## config.mk

```make
export PLATFORM = sky130hd
export DESIGN_NAME = lif_cell
export DESIGN_NICKNAME = d
export VERILOG_FILES = /design/src/rtl/lif_pkg.sv /design/src/rtl/lif_cell.sv
export SDC_FILE = /design/constraint.sdc
export NUM_CORES = 1
export LEC_CHECK = 0
export ABC_AREA = 1
export BUFFER_PORTS_ARGS = -buffer_cell sky130_fd_sc_hd__buf_4
export CAP_MARGIN = 20
export CELL_PAD_IN_SITES_DETAIL_PLACEMENT = 1
export CELL_PAD_IN_SITES_GLOBAL_PLACEMENT = 2
export CORE_MARGIN = 2
export CORE_UTILIZATION = 26
export DETAILED_ROUTE_END_ITERATION = 8
export PLACE_DENSITY_LB_ADDON = 0.2
export SKIP_LAST_GASP = 1
export SLEW_MARGIN = 20
export SYNTH_ARGS = -nofsm -noshare
export SYNTH_HDL_FRONTEND = slang
export SYNTH_SLANG_ARGS = --single-unit
```

## constraint.sdc

```tcl
create_clock -name clk -period 0.84 [get_ports clk]
set_input_delay 0.168 -clock clk [delete_from_list [all_inputs] [get_ports clk]]
set_output_delay 0.168 -clock clk [all_outputs]
set_load 0.1 [all_outputs]
```

## src/rtl/lif_pkg.sv

```systemverilog
// Shared types and constants for the recurrent spiking network step block
`timescale 1ns / 1ps
package lif_pkg;
	localparam int NEURONS_DEF   = 64;
	localparam int FRAC_BITS_DEF = 12;
	localparam int VAL_W         = 24;
	localparam int DECAY_W       = 16;
	localparam int WEIGHT_W      = 16;
	localparam int THR_W         = 23;
	localparam int IDX_W         = 6;
	localparam logic signed [VAL_W-1:0] SAT_MAX = 24'sh7FFFFF;
	localparam logic signed [VAL_W-1:0] SAT_MIN = -24'sh800000;

	typedef enum logic [1:0] {
		ACT_LOAD  = 2'd0,
		ACT_STEP  = 2'd1,
		ACT_CLEAR = 2'd2,
		ACT_NONE  = 2'd3
	} action_t;

	typedef enum logic [1:0] {
		REG_MDECAY = 2'd0,
		REG_CDECAY = 2'd1,
		REG_THR    = 2'd2,
		REG_EXTW   = 2'd3
	} reg_idx_t;

	typedef enum logic [1:0] {
		ST_IDLE,
		ST_ACC,
		ST_UPD
	} state_t;

	typedef struct packed {
		logic [DECAY_W-1:0] membrane_decay;
		logic [DECAY_W-1:0] current_decay;
		logic [THR_W-1:0] threshold;
		logic signed [WEIGHT_W-1:0] ext_gain;
	} cfg_t;

	function automatic logic signed [VAL_W-1:0] sat24(input logic signed [47:0] v);
		logic signed [VAL_W-1:0] r;
		if (v > 48'(signed'(SAT_MAX)))
			r = SAT_MAX;
		else if (v < 48'(signed'(SAT_MIN)))
			r = SAT_MIN;
		else
			r = v[VAL_W-1:0];
		return r;
	endfunction
endpackage

```

## src/rtl/lif_cell.sv

```systemverilog
// One neuron cell of the state ring: holds current, potential and spike, shifts to its neighbor
`timescale 1ns / 1ps
module lif_cell (
	input  logic clk,
	input  logic arst_n,
	input  logic shift,
	input  logic clear,
	input  logic signed [lif_pkg::VAL_W-1:0] cur_in,
	input  logic signed [lif_pkg::VAL_W-1:0] pot_in,
	input  logic spk_in,
	output logic signed [lif_pkg::VAL_W-1:0] cur_out,
	output logic signed [lif_pkg::VAL_W-1:0] pot_out,
	output logic spk_out
);
	logic signed [lif_pkg::VAL_W-1:0] cur_q, pot_q;
	logic spk_q;
	always_ff @(posedge clk or negedge arst_n) begin
		if (!arst_n) begin
			cur_q <= '0;
			pot_q <= '0;
			spk_q <= 1'b0;
		end else if (clear) begin
			cur_q <= '0;
			pot_q <= '0;
			spk_q <= 1'b0;
		end else if (shift) begin
			cur_q <= cur_in;
			pot_q <= pot_in;
			spk_q <= spk_in;
		end
	end
	assign cur_out = cur_q;
	assign pot_out = pot_q;
	assign spk_out = spk_q;
endmodule

```

==> summary.txt <==
status = finished with violations
failing checks = setup timing
CP Launch Type = register
share of the synthesized area in the top cell type = 62.6%
Slew Limit Fails = 0
die area = 8240 um2
synth cell count leaders = nand2_1, dfrtp_1, nand3_1
Async SR Flop Fraction = 100%
Antenna Cells = 0
PwrDens = 1670 nW/um2
WL per Instance = 14.9 um
met1 wire length = 2580 um
Synth-to-Final Area Change = 92.3%
fin crit share = 137%
fill cell count = 804
final wirelength = 6230 um
initial core utilization = 26.9%
Top delay family on crit path = flip-flops
Fmax = 869 MHz
most common cell in the netlist = nand2_1
Compound-Gate Fraction of Synth Area = 0%
Vias/cell = 4.43
post-route minimum period = 1.15 ns
Num Clock Sinks = 49
layout cells sized above 1 = 53.1%
Crit Path Max Fanout = 2
Ports = 102
slowest CP cell = dfrtp_4
Initial DRC Count = 36
met2 wire length = 3220 um
CTS Buf Count = 5
Synth Area per Inst = 9.15 um2
Leak = 1.77 nW
worst path bufs/invs = 1
Buffers on Ports = 101
die width = 90.8 um
syn nets = 267
DP Wirelength = 4240 um
H-Tree Level Count = 2
pin count of the biggest net entering global routing = 50
GP Congestion = 0.679
Design Area, Final = 3760 um2
CP peak stage delay = 0.50 ns
main area contributors after synthesis = dfrtp_1, nand2_1, nand3_1, buf_2, buf_6
Yosys warnings = 0
Met3 Wirelength = 394 um
Tot Pwr = 6.27 mW
final setup fails = 49
final hold vios = 0
clk slew on worst S/H paths = 0.09 ns
Setup CP Type = reg2out
Top Layer Used = met4
fin cells = 419
post-synthesis xor/xnor area fraction = 0%
Worst-Margin Slew = 0.283 ns
Post-Synthesis Cell Area = 1960 um2
number of global-route vias before repair = 2085
1st-pass router iterations = 4
Post-Place Cells = 410
Adder-Cell Fraction of Synth Area = 0%
antenna-violating nets left = 0
Root Buffer = clkbuf_8
core footprint = 7290 um2
initial antenna violation count = 0
Slew headroom = 81.1%
Post-Syn Instances = 214
num rows = 31
Seq cells post-synth = 49
Worst Hold Class = in2reg
final core occ = 51.6%
Required @ worst endpoint = 0.67 ns
Worst Clk Skew = 0 ns
max_cap viols = 0
Total Routing Usage GR = 15.9%
CTS max path bufs = 2
CTS tree = done
TNS Setup = -14.58 ns
Synth Flop Type = dfrtp_1
kind of end point of the critical path = output port
grt total ovfl = 0
global-route wire length before repair = 10600 um
Post-synth EDFFs = 0
final setup margin = -0.310 ns
Synth Area in Simple Gates = 31.9%
die height = 90.8 um
Yosys top cell by area = dfrtp_1
post-synthesis mux area share = 0%
worst vdd ir = 0.790 mV
RSZ-0062 raised after global routing = true
final net count = 373
DRC = 0
main combinational cell family by area after synthesis = simple AND/OR/NAND/NOR gates
Post-DP Area = 3050 um2
pre-CTS setup slack = -0.0640 ns
CP arrival = 0.98 ns
register area share after synthesis = 62.6%
crit-path cells = buf_12
hold_ws = 0.0871 ns
DR vias = 1857
clock latency at the later pin of the worst-skew pair = 0.29 ns
Yosys cell types = 8
-- metal layers --
layer,vias to the layer above,track usage [%]
li1,885,-
met1,908,18.8
met3,4,4.34
met5,-,0
met2,60,28.2
met4,0,4.55
-- final timing paths --
| check | start | cells past startpoint | to | slack (ns) |
|---|---|---|---|---|
| min in group asynchronous | arst_n | 3 | cur_out[18] | 0.39 |
| worst min register to register | pot_out[20] | 2 | pot_out[20] | 0.56 |
| max in group asynchronous | arst_n | 3 | cur_out[2] | 0.18 |
| worst max-delay path | pot_out[0] | 1 | pot_out[0] | -0.31 |
| worst max register to register | pot_out[0] | 3 | pot_out[0] | 0.01 |
| worst min-delay path | pot_in[8] | 3 | pot_out[8] | 0.09 |
-- flip-flops by register name, indices dropped and copies added (netlist names) --
name,flops
pot_out,24
cur_out,24
spk_out,1
-- placed cells by master (no fill, tap or decap) --
master	synthesis	layout
nand2_1	98	98
buf_4	2	62
buf_12	0	52
nand3_1	49	49
dfrtp_4	0	49
clkbuf_8	0	6
nor2_4	1	1
inv_1	1	1
clkbuf_1	0	1
dlygate4sd3_1	0	1
-- worst reg2reg max path, cell delays in order (launching register included) --
cell and delay [ns]:
dfrtp_4 0.50, buf_4 0.14, nand2_1 0.05, nand2_1 0.04
-- cells by family after synthesis --
kind of cell	after synthesis
buffers and inverters	17
flip-flops	49
AND/OR/NAND/NOR	148
-- where the power goes --
| group | internal (mW) | switching, mW |
|---|---|---|
| Sequential | 2.57 | 0.146 |
| Clock | 0.656 | 0.777 |
| Combinational | 0.790 | 1.33 |
-- what timing repair did --
action	4_1_cts	5_1_grt
hold buffers	1	0
buffers inserted	1	0
cloned	0	0
endpoints found under the hold margin	49	0
resized for setup	147	0
endpoints found under the setup margin	49	50
-- cell type report --
type / count / area, um2 / area share (%)
timing repair buffer: 115 / 1520 / 40.3
multi-input combinational: 148 / 624 / 16.6
inverter: 1 / 3.75 / 0.0997
sequential: 49 / 1410 / 37.5
tap: 99 / 124 / 3.29
clock buffer: 7 / 86.3 / 2.29
Note: power is estimated with default switching activity, not from simulation.
