## src/rtl/lif_pkg.sv

```systemverilog
// Shared types and constants for the recurrent spiking network step block
`timescale 1ns / 1ps
package lif_pkg;
	localparam int NEURONS_DEF   = 64;
	localparam int FRAC_BITS_DEF = 12;
	localparam int VAL_W         = 24;
	localparam int DECAY_W       = 16;
	localparam int WEIGHT_W      = 16;
	localparam int THR_W         = 23;
	localparam int IDX_W         = 6;
	localparam logic signed [VAL_W-1:0] SAT_MAX = 24'sh7FFFFF;
	localparam logic signed [VAL_W-1:0] SAT_MIN = -24'sh800000;

	typedef enum logic [1:0] {
		ACT_LOAD  = 2'd0,
		ACT_STEP  = 2'd1,
		ACT_CLEAR = 2'd2,
		ACT_NONE  = 2'd3
	} action_t;

	typedef enum logic [1:0] {
		REG_MDECAY = 2'd0,
		REG_CDECAY = 2'd1,
		REG_THR    = 2'd2,
		REG_EXTW   = 2'd3
	} reg_idx_t;

	typedef enum logic [1:0] {
		ST_IDLE,
		ST_ACC,
		ST_UPD
	} state_t;

	typedef struct packed {
		logic [DECAY_W-1:0] membrane_decay;
		logic [DECAY_W-1:0] current_decay;
		logic [THR_W-1:0] threshold;
		logic signed [WEIGHT_W-1:0] ext_gain;
	} cfg_t;

	function automatic logic signed [VAL_W-1:0] sat24(input logic signed [47:0] v);
		logic signed [VAL_W-1:0] r;
		if (v > 48'(signed'(SAT_MAX)))
			r = SAT_MAX;
		else if (v < 48'(signed'(SAT_MIN)))
			r = SAT_MIN;
		else
			r = v[VAL_W-1:0];
		return r;
	endfunction
endpackage

```

## src/rtl/lif_update.sv

```systemverilog
// Neuron update datapath: decays, integrates, leaks and fires, registered in stages
`timescale 1ns / 1ps
module lif_update (
	input  logic clk,
	input  logic go,
	input  lif_pkg::cfg_t cfg,
	input  logic signed [lif_pkg::VAL_W-1:0] cur,
	input  logic signed [lif_pkg::VAL_W-1:0] pot,
	input  logic prev_spk,
	input  logic ext_spk,
	input  logic signed [31:0] wsum,
	output logic signed [lif_pkg::VAL_W-1:0] cur_new,
	output logic signed [lif_pkg::VAL_W-1:0] pot_new,
	output logic spk_new
);
	logic signed [47:0] dec_s1, acc;
	logic signed [lif_pkg::VAL_W-1:0] u_s1, g_s2, u_s2;
	logic signed [47:0] mu_s3, mg_s3, sum;
	logic signed [lif_pkg::VAL_W-1:0] g_s3, p;
	logic signed [31:0] wsum_s1;
	logic ext_s1;

	always_ff @(posedge clk) begin
		if (go) begin
			dec_s1  <= (48'(signed'({1'b0, cfg.current_decay})) * 48'(cur)) >>> 16;
			u_s1    <= prev_spk ? lif_pkg::sat24(48'(pot) - 48'(signed'({1'b0,
				cfg.threshold}))) : pot;
			wsum_s1 <= wsum;
			ext_s1  <= ext_spk;
		end
	end

	always_comb begin
		acc = dec_s1 + 48'(wsum_s1);
		if (ext_s1)
			acc = acc + 48'(cfg.ext_gain);
	end

	always_ff @(posedge clk) begin
		g_s2  <= lif_pkg::sat24(acc);
		u_s2  <= u_s1;
		mu_s3 <= 48'(signed'({1'b0, cfg.membrane_decay})) * 48'(u_s2);
		mg_s3 <= 48'(signed'(18'h10000 - {2'b0, cfg.membrane_decay})) * 48'(g_s2);
		g_s3  <= g_s2;
	end

	assign sum = (mu_s3 + mg_s3) >>> 16;
	assign p   = lif_pkg::sat24(sum);
	assign cur_new = g_s3;
	assign pot_new = p;
	assign spk_new = 48'(p) > 48'(signed'({1'b0, cfg.threshold}));
endmodule

```

## config.mk

```make
export PLATFORM = sky130hd
export DESIGN_NAME = lif_update
export DESIGN_NICKNAME = d
export VERILOG_FILES = /design/src/rtl/lif_pkg.sv /design/src/rtl/lif_update.sv
export SDC_FILE = /design/constraint.sdc
export NUM_CORES = 2
export LEC_CHECK = 0
export BUFFER_PORTS_ARGS = -buffer_cell sky130_fd_sc_hd__buf_2
export CORE_MARGIN = 4
export CORE_UTILIZATION = 56
export CTS_BUF_LIST = sky130_fd_sc_hd__clkbuf_4 sky130_fd_sc_hd__clkbuf_8
export DETAILED_ROUTE_END_ITERATION = 8
export GPL_ROUTABILITY_DRIVEN = 0
export HOLD_SLACK_MARGIN = 0.15
export PLACE_DENSITY = 0.73
export SYNTH_ARGS = -nofsm -noshare
export SYNTH_HDL_FRONTEND = slang
export SYNTH_SLANG_ARGS = --single-unit
```

## constraint.sdc

```tcl
create_clock -name clk -period 29.5 [get_ports clk]
set_input_delay 5.9 -clock clk [delete_from_list [all_inputs] [get_ports clk]]
set_output_delay 5.9 -clock clk [all_outputs]
set_load 0.005 [all_outputs]
```

==> flow_summary.ini <==
[grt]
wire_length_of_the_first_global_routing_pass_um = 233000
grt_antenna_before_repair = 6
global_route.overflow_total = 0
grt_usage_pct = 28.3
grt_pass1_vias = 44500
grt_max_degree = 55

[worst_setup_path]
critical_path.n_buffers_inverters = 3
path_delay_family = compound AO/OA/AOI/OAI gates
endpoint_kind_of_the_worst_setup_timing_path = output pin
worst_setup_path_start_kind = input pin
critical_path_peak_fanout = 3
critical-path-max-stage-delay_ns = 0.26
path_cells = buf_2, inv_1, ha_1, nor2b_1, o21a_1, o21a_1, o21a_1, o21a_1, o21ai_0, nand2b_1, a21oi_1, o221ai_1, a21oi_1, o21ai_0, nor3b_1, buf_2
worst-endpoint-required_ns = 23.60
worst_r2r_path_depth = 25
cp_common_cell = o21a_1
slowest_stage = ha_1
worstSetupPathType = input pin to output pin
critical_path_depth = 16
arrival_time_worst_endpoint_ns = 8.30

[synthesis]
synthArstFlopShare_pct = 0
synth_sequential_area_ratio_pct = 10.1
synth.top_cells.by_area = fa_1, ha_1, inv_1
synth.avg_cell_area_um2 = 9.08
synth_area_mm2 = 0.0551
syn_nets = 7835
synth.distinct_cells = 83
synth_ff_type = dfxtp_1
count_of_flip_flops_with_a_built_in_enable_after_synthesis = 82
area_leader_netlist = fa_1
synth.top_cell.area_share_pct = 42.0
yosys_warnings = 0
synthesis.instances = 6069
yosys_register_bits = 237

[floorplanning]
die_x_um = 322
initial_utilization_pct = 56.7
coreArea_mm2 = 0.0971
placement_rows = 114
floorplan.io_pins = 204
die_height_um = 322
design.die.area_mm2 = 0.104

[clocking]
number_of_hold_buffers_added_after_cts = 0
clkSinkCount = 237
tritoncts = built
h-tree-depth = 2
root_buffer_selected_by_cts = clkbuf_8
post-cts-setup-buffers = 0
clk_transition_reported_paths_ns = 0.07
deepest_clock_path_buffer_count = 3
cts_inserted_buffers = 45
clock_insertion_delay_worst_skew_ns = 0.67
postCtsResizedCells = 0

[sta]
setup-violations-final = 0
rsz_0062_raised_after_global_routing = no
min_period_over_period_pct = 48.1
timing_hold_violations_final = 0
worst_clock_skew_ns = 0.0435
worstMarginPinSlew_ns = 1.15
period_needed_ns = 14.20
final.setup.tns_ns = 0
final_max_slew_viol_count = 0
slew-limit-headroom_pct = 23.0
fmaxAchievable_ghz = 0.0704

[place]
buffer_ports.inserted = 203
hpwl_after_detailed_placement_um = 113000

[final_layout]
drive_above_1_share_pct = 6.06
mostFrequentLayoutCell = inv_1
fillCellCount = 8314
num-nets-final = 7899
final_cell_mix = inv_1, fa_1, nand2_1
areaGrowthSynthToFinish_pct = 5.80

[detailed_routing]
drt_first_pass_iters = 5
routed_vias = 41200
dr_wl_cell_um = 18.9
route.detailed.vias_per_inst = 5.53
drc = 0
drt_wl_total_um = 141000
initialDrtViolationCount = 2747
drt.antenna.violating_nets = 0

[outcome]
run_status = completed

[min_path]
min-delay-path-class = register to register
cells_on_worst_hold_path = 0

[flow_run]
max_cap_viol_count = 0
==> final timing paths <==
kind | startpoint | endpoint | slack (ns)
worst min register to register | u_s1[19] | u_s2[19] | 0.33
worst min-delay path | u_s1[19] | u_s2[19] | 0.33
worst max register to register | g_s2[5] | mg_s3[40] | 21.97
worst max-delay path | cfg[17] | spk_new | 15.30
==> per-stage QoR <==
stage / utilization, % / hold WS (ns) / setup slack, ns / std cells / instance area, um2
finish: 60.0 / 0.331 / 15.30 / 7450 / 58300
global route: 60.0 / 0.335 / 15.12 / 7449 / 58300
CTS: 60.0 / 0.334 / 15.33 / 7445 / 58300
detailed placement: 58.9 / 0.327 / 15.07 / 7362 / 57200
global placement: 58.9 / 0.325 / 15.22 / 7362 / 57200
floorplan: - / 0.323 / 15.82 / 6069 / 55100
==> cell families after synthesis <==
logic type               after synthesis  synth area share (%)
buffers and inverters               1615                  11.0
multiplexers                          18                 0.338
AND/OR/NAND/NOR                     1690                  14.7
flip-flops                           237                  10.1
XOR/XNOR                             213                  3.38
adder cells (fa/ha/maj)             1611                  52.3
AO/OA/AOI/OAI                        685                  8.12
==> area by class of cell <==
cell class	instances	area (um2)	area share, %
clock inverters	21	278	0.476
multi-input cells	4217	43600	74.7
diodes	5	12.5	0.0215
flip-flops and latches	237	5570	9.54
clock buffers	62	791	1.36
repair buffers	235	1260	2.16
inverters	1397	5240	8.99
well taps	1276	1600	2.74
==> synth_stat cells (all sizes together), types with 42 or more instances <==
cell / count
fa: 1156
xnor2: 149
nor3: 46
nor2: 151
clkbuf: 197
dfxtp: 155
inv: 1397
xor2: 64
nand2: 812
a21oi: 195
edfxtp: 82
o21a: 42
o21ai: 137
ha: 455
and2: 480
a21o: 99
==> registers in the layout (all words and copies together), names as in the netlist, 24 cells and up <==
name     cells
cur_new     24
dec_s1      25
g_s2        24
mg_s3       42
mu_s3       41
u_s1        24
u_s2        24
wsum_s1     32
==> per-layer routing <==
metal | wire (um) | GRT usage [%] | vias to the layer above | part of all wire [%]
met4 | 5800 | 10.7 | 2 | 4.1
met2 | 67900 | 47.6 | 1636 | 48
met1 | 55100 | 36.1 | 20700 | 39
li1 | - | - | 18500 | -
met3 | 12200 | 6.26 | 361 | 8.7
met5 | 13 | 0 | - | 0.0092
Power is not shown: default switching activity piles up to over one toggle a cycle in this logic, so the estimate is an artifact.
